<file path="src/rtl/mac_address_reservation_table_unit_assert.svh">
`ifndef MAC_ADDRESS_RESERVATION_TABLE_UNIT_ASSERT_SVH
`define MAC_ADDRESS_RESERVATION_TABLE_UNIT_ASSERT_SVH

// same-cycle implication, clocked on clk_i, off during reset
`define MATRT_ASSERT_NOW(lbl, ante, cons) \
  lbl: assert property (@(posedge clk_i) disable iff (!rst_ni) (ante) |-> (cons)) \
    else $error("matrt assertion failed");

// next-cycle implication, clocked on clk_i, off during reset
`define MATRT_ASSERT_NEXT(lbl, ante, cons) \
  lbl: assert property (@(posedge clk_i) disable iff (!rst_ni) (ante) |=> (cons)) \
    else $error("matrt assertion failed");

`endif

</file>
<file path="src/rtl/matrt_pkg.sv">
package matrt_pkg;

  localparam int unsigned TABLE_DEPTH_DEF = 32;

  localparam int unsigned MAC_W      = 48;
  localparam int unsigned OCT_W      = 8;
  localparam int unsigned OP_W       = 2;
  localparam int unsigned STAT_W     = 3;
  localparam int unsigned CNT_OUT_W  = 6;
  localparam int unsigned ENTRY_W    = MAC_W + OCT_W;
  localparam int unsigned MCAST_BIT  = 40;

  localparam int unsigned CHUNK_W     = 16;
  localparam int unsigned CHUNK_SEL_W = OCT_W - $clog2(CHUNK_W);
  localparam int unsigned CHUNK_OFF_W = $clog2(CHUNK_W);
  localparam int unsigned OCT_NUM     = 1 << OCT_W;

  localparam int unsigned APB_DATA_W = 32;
  localparam int unsigned APB_ADDR_W = 3;

  localparam logic [OCT_W-1:0] BAND_LOW_RST  = 8'd2;
  localparam logic [OCT_W-1:0] BAND_HIGH_RST = 8'd99;

  typedef enum logic [OP_W-1:0] {
    OP_UPSERT,
    OP_REMOVE,
    OP_FIND,
    OP_NEXT_FREE
  } op_e;

  typedef enum logic [STAT_W-1:0] {
    STAT_OK,
    STAT_FULL,
    STAT_BAD_MAC,
    STAT_BAD_OCTET,
    STAT_DUP_OCTET,
    STAT_NOT_FOUND
  } status_e;

  typedef enum logic {
    REG_BAND_LOW,
    REG_BAND_HIGH
  } reg_e;

  typedef enum logic [2:0] {
    S_IDLE,
    S_SCAN,
    S_DECIDE,
    S_RM_RD,
    S_RM_WR,
    S_FREE
  } fsm_e;

  typedef struct packed {
    logic             clear;
    logic             mark;
    logic [OCT_W-1:0] octet;
    logic             start;
  } frs_ctrl_t;

  typedef struct packed {
    logic             done;
    logic [OCT_W-1:0] octet;
  } frs_stat_t;

endpackage

</file>
<file path="src/rtl/mac_address_reservation_table_unit.sv">
// channel   direction  handshake                         payload
// command   in         start_i, busy_o                   op_i, mac_addr_i, host_octet_i
// result    out        done_o (one-cycle strobe)         status_o, octet_out_o, entry_count_o
// config    in         psel, penable, pwrite, pready     paddr, pwdata, prdata
//
// an item is taken when start_i is high and busy_o low; one result per item
// upsert with a bad mac or octet answers straight from idle; others scan the used
// entries through the table ram, one per cycle, then decide in S_DECIDE
// a remove that finds its entry then moves the last entry into its slot (S_RM_RD, S_RM_WR)
// next free then searches the band, 16 octets checked per cycle against the scan
// the receiver cannot stall; rst_ni empties the table and restores the band
`include "mac_address_reservation_table_unit_assert.svh"

module mac_address_reservation_table_unit import matrt_pkg::*; #(
  parameter int unsigned TABLE_DEPTH = TABLE_DEPTH_DEF
) (
  input  logic                  clk_i,
  input  logic                  rst_ni,
  input  logic                  start_i,
  output logic                  busy_o,
  input  logic [OP_W-1:0]       op_i,
  input  logic [MAC_W-1:0]      mac_addr_i,
  input  logic [OCT_W-1:0]      host_octet_i,
  output logic                  done_o,
  output logic [STAT_W-1:0]     status_o,
  output logic [OCT_W-1:0]      octet_out_o,
  output logic [CNT_OUT_W-1:0]  entry_count_o,
  input  logic                  psel,
  input  logic                  penable,
  input  logic                  pwrite,
  input  logic [APB_ADDR_W-1:0] paddr,
  input  logic [APB_DATA_W-1:0] pwdata,
  output logic [APB_DATA_W-1:0] prdata,
  output logic                  pready
);

  localparam int unsigned AW = (TABLE_DEPTH > 1) ? $clog2(TABLE_DEPTH) : 1;
  localparam int unsigned CW = $clog2(TABLE_DEPTH + 1);

  fsm_e             state_q, state_d;
  op_e              op_q, op_d;
  logic [MAC_W-1:0] mac_q, mac_d;
  logic [OCT_W-1:0] oct_q, oct_d;
  logic [CW-1:0]    count_q, count_d;
  logic [CW-1:0]    iss_q, iss_d;
  logic             pend_q, pend_d;
  logic [AW-1:0]    pend_idx_q, pend_idx_d;
  logic             found_q, found_d;
  logic [AW-1:0]    found_idx_q, found_idx_d;
  logic [OCT_W-1:0] found_oct_q, found_oct_d;
  logic             dup_q, dup_d;
  logic             done_q, done_d;
  status_e          status_q, status_d;
  logic [OCT_W-1:0] octo_q, octo_d;
  logic [OCT_W-1:0] band_low_q, band_high_q;

  logic               ram_we, ram_re;
  logic [AW-1:0]      ram_waddr, ram_raddr;
  logic [ENTRY_W-1:0] ram_wdata, ram_rdata;
  logic [MAC_W-1:0]   rd_mac;
  logic [OCT_W-1:0]   rd_oct;
  logic               rd_match;
  logic [CW-1:0]      last;

  frs_ctrl_t frs_ctrl;
  frs_stat_t frs_stat;

  logic             accept;
  logic             bad_mac, bad_oct;
  logic             cfg_wr;
  logic [CW+CNT_OUT_W-1:0] cnt_ext;

  assign busy_o = (state_q != S_IDLE);
  assign accept = start_i && !busy_o;

  assign bad_mac = (mac_addr_i == '0) || (mac_addr_i == '1) || mac_addr_i[MCAST_BIT];
  assign bad_oct = (host_octet_i < band_low_q) || (host_octet_i > band_high_q);

  assign rd_mac   = ram_rdata[ENTRY_W-1:OCT_W];
  assign rd_oct   = ram_rdata[OCT_W-1:0];
  assign rd_match = (rd_mac == mac_q);
  assign last     = count_q - 1'b1;

  always_comb begin
    state_d     = state_q;
    op_d        = op_q;
    mac_d       = mac_q;
    oct_d       = oct_q;
    count_d     = count_q;
    iss_d       = iss_q;
    pend_d      = 1'b0;
    pend_idx_d  = pend_idx_q;
    found_d     = found_q;
    found_idx_d = found_idx_q;
    found_oct_d = found_oct_q;
    dup_d       = dup_q;
    done_d      = 1'b0;
    status_d    = status_q;
    octo_d      = octo_q;
    ram_we      = 1'b0;
    ram_waddr   = '0;
    ram_wdata   = {mac_q, oct_q};
    ram_re      = 1'b0;
    ram_raddr   = '0;
    frs_ctrl    = '0;

    case (state_q)
      S_IDLE: begin
        if (accept) begin
          op_d           = op_e'(op_i);
          mac_d          = mac_addr_i;
          oct_d          = host_octet_i;
          iss_d          = '0;
          found_d        = 1'b0;
          dup_d          = 1'b0;
          frs_ctrl.clear = 1'b1;
          if (op_e'(op_i) == OP_UPSERT && (bad_mac || bad_oct)) begin
            done_d   = 1'b1;
            status_d = bad_mac ? STAT_BAD_MAC : STAT_BAD_OCTET;
            octo_d   = '0;
          end else begin
            state_d = S_SCAN;
          end
        end
      end

      S_SCAN: begin
        if (iss_q < count_q) begin
          ram_re     = 1'b1;
          ram_raddr  = iss_q[AW-1:0];
          iss_d      = iss_q + 1'b1;
          pend_d     = 1'b1;
          pend_idx_d = iss_q[AW-1:0];
        end
        if (pend_q) begin
          frs_ctrl.mark  = 1'b1;
          frs_ctrl.octet = rd_oct;
          if (rd_match && !found_q) begin
            found_d     = 1'b1;
            found_idx_d = pend_idx_q;
            found_oct_d = rd_oct;
          end
          if (!rd_match && rd_oct == oct_q) begin
            dup_d = 1'b1;
          end
        end
        if ((iss_q == count_q) && (pend_q || count_q == '0)) begin
          state_d = S_DECIDE;
        end
      end

      S_DECIDE: begin
        case (op_q)
          OP_UPSERT: begin
            octo_d = '0;
            if (dup_q) begin
              status_d = STAT_DUP_OCTET;
            end else if (found_q) begin
              ram_we    = 1'b1;
              ram_waddr = found_idx_q;
              status_d  = STAT_OK;
            end else if (count_q == CW'(TABLE_DEPTH)) begin
              status_d = STAT_FULL;
            end else begin
              ram_we    = 1'b1;
              ram_waddr = count_q[AW-1:0];
              count_d   = count_q + 1'b1;
              status_d  = STAT_OK;
            end
            done_d  = 1'b1;
            state_d = S_IDLE;
          end
          OP_REMOVE: begin
            if (found_q) begin
              state_d = S_RM_RD;
            end else begin
              status_d = STAT_NOT_FOUND;
              octo_d   = '0;
              done_d   = 1'b1;
              state_d  = S_IDLE;
            end
          end
          OP_FIND: begin
            status_d = found_q ? STAT_OK : STAT_NOT_FOUND;
            octo_d   = found_q ? found_oct_q : '0;
            done_d   = 1'b1;
            state_d  = S_IDLE;
          end
          OP_NEXT_FREE: begin
            frs_ctrl.start = 1'b1;
            state_d        = S_FREE;
          end
          default: begin
            state_d = S_IDLE;
          end
        endcase
      end

      S_RM_RD: begin
        ram_re    = 1'b1;
        ram_raddr = last[AW-1:0];
        state_d   = S_RM_WR;
      end

      S_RM_WR: begin
        ram_we    = 1'b1;
        ram_waddr = found_idx_q;
        ram_wdata = ram_rdata;
        count_d   = last;
        status_d  = STAT_OK;
        octo_d    = '0;
        done_d    = 1'b1;
        state_d   = S_IDLE;
      end

      S_FREE: begin
        if (frs_stat.done) begin
          status_d = STAT_OK;
          octo_d   = frs_stat.octet;
          done_d   = 1'b1;
          state_d  = S_IDLE;
        end
      end

      default: begin
        state_d = S_IDLE;
      end
    endcase
  end

  always_ff @(posedge clk_i or negedge rst_ni) begin
    if (!rst_ni) begin
      state_q <= S_IDLE;
      count_q <= '0;
      iss_q   <= '0;
      pend_q  <= 1'b0;
      found_q <= 1'b0;
      dup_q   <= 1'b0;
      done_q  <= 1'b0;
    end else begin
      state_q <= state_d;
      count_q <= count_d;
      iss_q   <= iss_d;
      pend_q  <= pend_d;
      found_q <= found_d;
      dup_q   <= dup_d;
      done_q  <= done_d;
    end
  end

  always_ff @(posedge clk_i) begin
    op_q        <= op_d;
    mac_q       <= mac_d;
    oct_q       <= oct_d;
    pend_idx_q  <= pend_idx_d;
    found_idx_q <= found_idx_d;
    found_oct_q <= found_oct_d;
    status_q    <= status_d;
    octo_q      <= octo_d;
  end

  // configuration registers
  assign cfg_wr = psel && penable && pwrite && pready;
  assign pready = 1'b1;

  always_ff @(posedge clk_i or negedge rst_ni) begin
    if (!rst_ni) begin
      band_low_q  <= BAND_LOW_RST;
      band_high_q <= BAND_HIGH_RST;
    end else if (cfg_wr) begin
      case (reg_e'(paddr[2]))
        REG_BAND_LOW:  band_low_q  <= pwdata[OCT_W-1:0];
        REG_BAND_HIGH: band_high_q <= pwdata[OCT_W-1:0];
        default: begin
          band_low_q <= band_low_q;
        end
      endcase
    end
  end

  always_comb begin
    case (reg_e'(paddr[2]))
      REG_BAND_LOW:  prdata = APB_DATA_W'(band_low_q);
      REG_BAND_HIGH: prdata = APB_DATA_W'(band_high_q);
      default:       prdata = '0;
    endcase
  end

  matrt_ram #(
    .WIDTH (ENTRY_W),
    .DEPTH (TABLE_DEPTH)
  ) u_ram (
    .clk_i   (clk_i),
    .we_i    (ram_we),
    .waddr_i (ram_waddr),
    .wdata_i (ram_wdata),
    .re_i    (ram_re),
    .raddr_i (ram_raddr),
    .rdata_o (ram_rdata)
  );

  matrt_free_search u_free (
    .clk_i       (clk_i),
    .rst_ni      (rst_ni),
    .ctrl_i      (frs_ctrl),
    .band_low_i  (band_low_q),
    .band_high_i (band_high_q),
    .stat_o      (frs_stat)
  );

  assign cnt_ext       = {{CNT_OUT_W{1'b0}}, count_q};
  assign done_o        = done_q;
  assign status_o      = status_q;
  assign octet_out_o   = octo_q;
  assign entry_count_o = cnt_ext[CNT_OUT_W-1:0];

  `MATRT_ASSERT_NOW(a_count_bound, 1'b1, count_q <= CW'(TABLE_DEPTH))
  `MATRT_ASSERT_NOW(a_done_idle, done_o, !busy_o)
  `MATRT_ASSERT_NOW(a_write_state, ram_we, (state_q == S_DECIDE) || (state_q == S_RM_WR))
  `MATRT_ASSERT_NEXT(a_accept_moves, start_i && !busy_o, done_o || busy_o)

endmodule

</file>
<file path="src/rtl/matrt_ram.sv">
module matrt_ram #(
  parameter int unsigned WIDTH = 8,
  parameter int unsigned DEPTH = 32,
  localparam int unsigned AW = (DEPTH > 1) ? $clog2(DEPTH) : 1
) (
  input  logic             clk_i,
  input  logic             we_i,
  input  logic [AW-1:0]    waddr_i,
  input  logic [WIDTH-1:0] wdata_i,
  input  logic             re_i,
  input  logic [AW-1:0]    raddr_i,
  output logic [WIDTH-1:0] rdata_o
);

  logic [WIDTH-1:0] mem [DEPTH];
  logic [WIDTH-1:0] rdata_q;

  always_ff @(posedge clk_i) begin
    if (we_i) begin
      mem[waddr_i] <= wdata_i;
    end
    if (re_i) begin
      rdata_q <= mem[raddr_i];
    end
  end

  assign rdata_o = rdata_q;

endmodule

</file>
<file path="src/rtl/matrt_free_search.sv">
module matrt_free_search import matrt_pkg::*; (
  input  logic             clk_i,
  input  logic             rst_ni,
  input  frs_ctrl_t        ctrl_i,
  input  logic [OCT_W-1:0] band_low_i,
  input  logic [OCT_W-1:0] band_high_i,
  output frs_stat_t        stat_o
);

  logic [OCT_NUM-1:0]     held_q, held_d;
  logic [CHUNK_SEL_W-1:0] chunk_q, chunk_d;
  logic                   busy_q, busy_d;
  logic                   done_q, done_d;
  logic [OCT_W-1:0]       res_q, res_d;
  logic [CHUNK_W-1:0]     cand;
  logic [CHUNK_OFF_W-1:0] first;
  logic [OCT_W-1:0]       oct_j;

  // free octets of the current chunk that lie in the band
  always_comb begin
    cand  = '0;
    first = '0;
    oct_j = '0;
    for (int j = 0; j < CHUNK_W; j++) begin
      oct_j   = {chunk_q, CHUNK_OFF_W'(j)};
      cand[j] = !held_q[oct_j] && (oct_j >= band_low_i) && (oct_j <= band_high_i);
    end
    for (int j = CHUNK_W - 1; j >= 0; j--) begin
      if (cand[j]) begin
        first = CHUNK_OFF_W'(j);
      end
    end
  end

  always_comb begin
    held_d  = held_q;
    chunk_d = chunk_q;
    busy_d  = busy_q;
    done_d  = 1'b0;
    res_d   = res_q;
    if (ctrl_i.clear) begin
      held_d = '0;
    end else if (ctrl_i.mark) begin
      held_d[ctrl_i.octet] = 1'b1;
    end
    if (ctrl_i.start) begin
      if (band_low_i > band_high_i) begin
        done_d = 1'b1;
        res_d  = '0;
      end else begin
        busy_d  = 1'b1;
        chunk_d = band_low_i[OCT_W-1:CHUNK_OFF_W];
      end
    end else if (busy_q) begin
      if (|cand) begin
        done_d = 1'b1;
        busy_d = 1'b0;
        res_d  = {chunk_q, first};
      end else if (chunk_q == band_high_i[OCT_W-1:CHUNK_OFF_W]) begin
        done_d = 1'b1;
        busy_d = 1'b0;
        res_d  = '0;
      end else begin
        chunk_d = chunk_q + 1'b1;
      end
    end
  end

  always_ff @(posedge clk_i or negedge rst_ni) begin
    if (!rst_ni) begin
      held_q  <= '0;
      chunk_q <= '0;
      busy_q  <= 1'b0;
      done_q  <= 1'b0;
    end else begin
      held_q  <= held_d;
      chunk_q <= chunk_d;
      busy_q  <= busy_d;
      done_q  <= done_d;
    end
  end

  always_ff @(posedge clk_i) begin
    res_q <= res_d;
  end

  assign stat_o.done  = done_q;
  assign stat_o.octet = res_q;

endmodule

</file>
<file path="config.mk">
export PLATFORM = sky130hd
export DESIGN_NAME = mac_address_reservation_table_unit
export DESIGN_NICKNAME = d
export VERILOG_FILES = /design/src/rtl/matrt_pkg.sv /design/src/rtl/mac_address_reservation_table_unit.sv /design/src/rtl/matrt_ram.sv /design/src/rtl/matrt_free_search.sv
export VERILOG_INCLUDE_DIRS = /design/src /design/src/rtl
export SDC_FILE = /design/constraint.sdc
export NUM_CORES = 2
export LEC_CHECK = 0
export ABC_AREA = 1
export BUFFER_PORTS_ARGS = -buffer_cell sky130_fd_sc_hd__buf_2
export CAP_MARGIN = 30
export CELL_PAD_IN_SITES_DETAIL_PLACEMENT = 1
export CELL_PAD_IN_SITES_GLOBAL_PLACEMENT = 2
export CORE_MARGIN = 2
export CORE_UTILIZATION = 43
export DETAILED_ROUTE_END_ITERATION = 6
export PLACE_DENSITY = 0.82
export SYNTH_ARGS = -nofsm -noshare
export SYNTH_HDL_FRONTEND = slang
export SYNTH_SLANG_ARGS = --single-unit
</file>
<file path="constraint.sdc">
create_clock -name clk_i -period 5.2 [get_ports clk_i]
set_input_delay 1.04 -clock clk_i [delete_from_list [all_inputs] [get_ports clk_i]]
set_output_delay 1.04 -clock clk_i [all_outputs]
set_load 0.05 [all_outputs]
</file>
-- Word level (Yosys, flattened, before mapping)
Memories as Yosys holds them, arrays and structs flattened. A register that Yosys moved wholly into a read port is not among the register bits.
Index checks and enable logic that the tools add are counted.
- logic and storage cells: 349
- memory bits (read-only): 0
- memory bits (writable): 1792
- input port bits: 99
- memories kept: 1
- flip-flop bits (word level): 392
- bits in latches: 0
- output and inout bits: 52
- order comparisons: 54
- shift operators: 0
- reductions and logical operators: 91
- muxes and demuxes: 142
- add/subtract/negate cells: 4
- bitwise logic cells: 2
- eq/ne operators: 33
- $mul: 0
- divide/modulo/power cells: 0
- memories (memory ; words ; width ; rd ports ; clocked after Yosys merged registers in ; write ports ; line ; text):
    u_ram.mem ; 32 ; 56 ; 1 ; 1 ; 1 ; matrt_ram.sv:15 ; logic [WIDTH-1:0] mem [DEPTH];
- operator list (kind ; number):
    $mux W256 ; 2
    $or A256 B256 Y256 ; 1
    $lt A8 B9 Y1 const B ; 17
    $ge A8 B8 Y1 ; 16
    $le A8 B8 Y1 ; 16
    $mux W4 ; 21
    $mux W8 ; 10
    $bmux W1 S4 ; 16
    $pmux W32 S2 ; 1
    $mux W56 ; 1
    $mux W1 ; 51
    $eq A48 B48 Y1 ; 1
    $eq A48 B48 Y1 const B ; 1
    $logic_not A48 Y1 ; 1
    $logic_and A1 B1 Y1 ; 40
    $mux W6 ; 6
    $pmux W8 S4 ; 1
    $ne A2 B2 Y1 const B ; 14
    $mux W3 ; 9
    $mux W5 ; 5
    $pmux W6 S2 ; 2
    $pmux W8 S3 ; 1
    $pmux W5 S2 ; 2
    $logic_not A1 Y1 ; 19
    42 further kinds ; 72

-- Depth between registers and ports, before layout
- depth in word-level cells: 24
- mapped depth: 28
- gate-level depth less buffers: 26

-- Cells and area by module
From an unflattened synthesis, not the netlist that was laid out.
- cell total of the unflattened synthesis: 8709
- area total of the unflattened synthesis: 94650.8 um^2
- by module, submodules not included (module ; area an instance (um^2) ; times used ; cells each ; sequential area each (um^2)):
    matrt_ram ; 73967.2 ; 1 ; 6150 ; 55493.2
    matrt_free_search ; 13509.2 ; 1 ; 1722 ; 6796.5
    mac_address_reservation_table_unit ; 7174.4 ; 1 ; 837 ; 3494.6

-- Least setup slack after synthesis
OpenSTA, ideal clock, no wires.
- path kind: reg-to-reg
- start: register count_q[0], in the netlist entry_count_o[0]
- end: memory u_ram.mem[26][0] (netlist name), enable pin
- setup slack: 0.201 ns
- data arrival time: 4.528 ns
- stages on the path, launching flop included: 12
- required time: 4.730 ns
- clock period less this slack: 4.999 ns
- path buffers: 1
- setup time: 0.470 ns
- cells stage by stage: dfrtp_1 > inv_1 > ha_1 > nand3_1 > nor2_1 > inv_1 > nand4_1 > o22ai_1 > inv_1 > or2_2 > buf_2 > nor2_1
- cells in the longest elaborated chain, start to end: 8
- elaborated cells on any way between the ends: 13
- those cells by class: 1 x eq/ne; 12 x mux
- RTL lines (what ; line ; text):
    start: declaration ; mac_address_reservation_table_unit.sv:44 ; logic [CW-1:0] count_q, count_d;
    start signal: assignment ; mac_address_reservation_table_unit.sv:242 ; count_q <= count_d;
    $eq A6 B6 Y1 ; mac_address_reservation_table_unit.sv:162 ; end else if (count_q == CW'(TABLE_DEPTH)) begin
    $mux W1 ; mac_address_reservation_table_unit.sv:162 ;
    $mux W1 ; mac_address_reservation_table_unit.sv:158 ; end else if (found_q) begin
    $mux W1 ; mac_address_reservation_table_unit.sv:156 ; if (dup_q) begin
    $mux W1 ; mac_address_reservation_table_unit.sv:153 ; case (op_q)
    $pmux W1 S2 ; mac_address_reservation_table_unit.sv:107 ; case (state_q)
    $mux W1 ; matrt_ram.sv:19 ; if (we_i) begin
    $mux W1 (not written as such) ; matrt_ram.sv:20 ; mem[waddr_i] <= wdata_i;
    end: declaration ; matrt_ram.sv:15 ;
Several ways; a longest one is shown, not always the timed one.

-- Worst setup path in the final report
- start: register count_q[4], in the netlist entry_count_o[4]
- end: register u_ram.rdata_q[6], in the netlist u_ram.rdata_o[6] (read register of u_ram.mem) (data pin)
- cells in the longest elaborated chain, start to end: 3
- elaborated cells on any way between the ends: 6
- those cells by class: 1 x add/sub; 1 x order compare; 4 x mux
- RTL lines (what ; line ; text):
    $lt A6 B6 Y1 ; mac_address_reservation_table_unit.sv:128 ; if (iss_q < count_q) begin
    $mux W5 or $mux W1 (tied branches) ; mac_address_reservation_table_unit.sv:128 ;
    $pmux W5 S2 or $pmux W1 S2 (tied branches) ; mac_address_reservation_table_unit.sv:107 ;
    end: declaration ; matrt_ram.sv:16 ; logic [WIDTH-1:0] rdata_q;
Several ways; a longest one is shown, not always the timed one.
A chain may end at the register's enable or synchronous reset.

==> metrics.md <==
| Metric | Value |
|---|---|
| Routed wire length | around 300 mm |
| Drt first pass iters | 5 |
| CP required | 5940 ps |
| Power per cell area | about 560 nW/um^2 |
| Synth Area in Compound Gates | about 9.7% |
| Root Buffer Master | clkbuf_16 |
| Critical Path Start Type | flop |
| Clk_lat worst skew | 900 ps |
| Hold buffers post-CTS | 0 |
| Register-to-Register Path Depth | 16 |
| Final Critical Period | 4140 ps |
| Total power | 59.4 mW |
| Outcome | complete, no violations |
| CORE AREA | approximately 210000 um^2 |
| Register area share after synthesis | between 70% and 80% |
| CP Class | reg2reg |
| CP arrival | 4890 ps |
| Maxcap violations | 0 |
| Die W | ~470 um |
| Crit path cell chain | inv_1 > ha_1 > nand2_1 > nor2_1 > o21ai_1 > o211a_2 > nand2_2 > o22ai_4 > buf_12 > buf_12 > o22ai_1 > nand2_1 > a21boi_0 > o31ai_1 > nand2_1 > nand2_1 |
| Post-Syn Area | between 90000 and 100000 um^2 |
| Crit. End Element | flop |
| Relative slew slack | between 20% and 30% |
| Max frequency | roughly 240 MHz |
| Syn avg cell area | between 10 and 15 um^2 |
| Synth Register Bits | 2240 |
| Worst Clk Skew | ~42 ps |
| Fin nets | 8210 |
| Fraction of layout cells with a size suffix above 1 | 8.93% |
| Vias per cell | 5.86 |
| VDD IR-drop max | 0.443 mV |
| Worst min-delay path class | in2async |
| DRC viols | 0 |
| I/O pins | 151 |
| Max stage delay cell, worst path | o22ai_4 |
| Vias in the first global route | about 67000 |
| Post-CTS sizing | 0 |
| Final setup fails | 0 |
| Yosys cell types | between 50 and 60 |
| Wire per inst | between 20 and 30 um |
| CTS tree | built |
| Xor/xnor cell area share of the yosys netlist | less than 1% |
| RSZ-0062 raised after global routing | no |
| Simple-gate area share of the yosys netlist | between 10 and 15% |
| Tcrit/Tclk final | around 80% |
| Post-synthesis mux area share | 0% |
| Final slew viol count | 0 |
| Top Family by Delay on Critical Path | compound AO/OA/AOI/OAI gates |
| Initial antenna violation count | 3 |
| Via Count | 65000 |
| Largest net degree at the start of global routing | ~210 |
| Hold Vio Cnt, Final | 0 |
| Clock Pin Slew Worst Setup and Hold Paths | around 60 ps |
| Post-DP HPWL | 155 mm |
| Die area | roughly 220000 um^2 |
| Sink Count | roughly 2200 |
| Std-Cell Rows | 170 |
| Area growth, synth to finish | 13.6% |
| Synth Warn # | 0 |
| Final antenna-violating net count | 0 |
| Critical path depth | 16 |
| RD Place Congestion | roughly 0.84 |
| Worst path max stage delay | ~640 ps |
| Largest family of logic cells by synthesized area | simple AND/OR/NAND/NOR gates |
| Adder-cell share of the synthesized area | less than 1% |
| GRT Residual Overflow | 0 |
| Die Y | 468 um |
| Port Buffers | between 90 and 100 |
| Global-route wire length before repair | 436 mm |
| Buf/Inv on CP | 3 |
| Starting density of the core | 43.2% |
| Slew of the pin with the lowest slew margin | ~1200 ps |
| Commonest non-fill, non-tap cell in the layout | nand2_1 |
| Setup TNS | 0 ps |
| Most used cell, CP | nand2_1 |
| Clk buf depth | 3 |
| Post-synthesis cell count | about 8000 |
| Inserted Clock Buffers | between 200 and 250 |
| Htree depth | 4 |
| Most frequent cells in the layout | 2339 x nand2_1, 1943 x edfxtp_1, 603 x a21oi_1 |
| Setup Buffers After CTS | 0 |
| CP max FO | 34 |
| GRT Util Overall | about a quarter |
| Static Leak | between 30 and 40 nW |
| Hold WS | ~180 ps |
| First DRT Iteration DRCs | approximately 6500 |
[routing by layer]
metal / part of all wire [%] / global-route usage [%]
met1: 42 / 36.6
met2: 48 / 44.0
met3: 6.5 / 3.50
met4: 3.0 / 8.59
met5: 0 / 0
[worst paths after layout]
kind | slack [ps] | from | to
min in group clk_i | 350 | mac_addr_i[36] | mac_q[36]
worst min-delay path | 180 | rst_ni | entry_count_o[0]
worst min register to register | 420 | pend_idx_q[3] | found_idx_q[3]
worst max register to register | 1060 | entry_count_o[4] | u_ram.rdata_o[6]
worst max-delay path | 1060 | entry_count_o[4] | u_ram.rdata_o[6]
max in group asynchronous | 3940 | rst_ni | u_free.held_q[119]
[worst reg2reg max path, cell delays in order (launching register included)]
cell,delay [ps]
dfrtp_1,430
inv_1,230
ha_1,280
nand2_1,90
nor2_1,70
o21ai_1,80
o211a_2,230
nand2_2,190
o22ai_4,640
buf_12,310
buf_12,280
o22ai_1,140
nand2_1,80
a21boi_0,120
o31ai_1,610
nand2_1,110
nand2_1,130
[flip-flops by register name (all words and copies together) (netlist names), 3 cells and up]
signal and flops:
octet_out_o 8, band_low_q 8, status_o 3, band_high_q 8, u_free.chunk_q 4, u_free.res_q 8, pend_idx_q 5, u_ram.mem 1792
mac_q 48, entry_count_o 6, found_idx_q 5, u_free.held_q 256, oct_q 8, u_ram.rdata_o 56, state_q 3, iss_q 6
found_oct_q 8
[power breakdown]
group          internal [mW]  switching (mW)
Combinational           5.88            14.8
Clock                   8.98            7.10
Sequential              22.1           0.582
[cells by family after synthesis]
logic type	Yosys count
AND/OR/NAND/NOR	3370
flip-flops	2240
AO/OA/AOI/OAI	1535
buffers and inverters	763
XOR/XNOR	57
adder cells (fa/ha/maj)	49
other	2
[per-stage QoR]
stage	setup WS [ps]	std cells	instance area [um^2]	util (%)
2_1_floorplan	201	8039	92700	-
3_3_place_gp	1260	10600	97500	45.5
3_5_place_dp	1160	10700	97800	45.6
4_1_cts	1100	11100	105000	49.0
5_1_grt	924	11100	105000	49.1
6_report	1060	11100	105000	49.1
[cell type report]
type                    count  area (um^2)
repair buffers            329         3620
diodes                      6         15.0
inverters                 228          880
clock inverters           136         1210
fillers                 22300       109000
flip-flops and latches   2240        65800
well taps                2838         3550
multi-input cells        5036        24100
clock buffers             281         6010
[cells in the mapped netlist, drive strengths merged]
| cell type | instances | area share, % |
|---|---|---|
| a32o | 8 | 0.086 |
| o21ai | 198 | 1.1 |
| and3 | 1 | 0.0068 |
| a21oi | 603 | 3.3 |
| o22ai | 470 | 3.2 |
| nor2 | 411 | 1.7 |
| buf | 281 | 1.5 |
| clkinv | 1 | 0.0040 |
| dfstp | 5 | 0.14 |
| nand3b | 1 | 0.0081 |
| o41ai | 1 | 0.0095 |
| a21boi | 102 | 0.83 |
| nor4 | 21 | 0.14 |
| o2111ai | 15 | 0.14 |
| edfxtp | 1943 | 63 |
| o211ai | 6 | 0.049 |
| o21bai | 2 | 0.016 |
| clkbuf | 254 | 1.0 |
| nor3 | 12 | 0.076 |
| dfrtp | 292 | 7.9 |
| a221oi | 3 | 0.028 |
| nand2 | 2344 | 9.5 |
| a32oi | 1 | 0.0095 |
| inv | 227 | 0.92 |
| xnor2 | 30 | 0.28 |
| a31oi | 3 | 0.020 |
| o31ai | 103 | 0.83 |
| nand3 | 545 | 3.0 |
| o31a | 1 | 0.0095 |
| xor2 | 27 | 0.26 |
| conb | 2 | 0.0081 |
| o221ai | 6 | 0.057 |
| o211a | 1 | 0.011 |
| or2 | 8 | 0.054 |
| ha | 49 | 0.66 |
| a211oi | 3 | 0.024 |
| o21a | 7 | 0.057 |
| nand4 | 27 | 0.18 |
| a21o | 1 | 0.0081 |
| a31o | 1 | 0.0095 |
No activity file was read; power rests on OpenSTA's default activity.
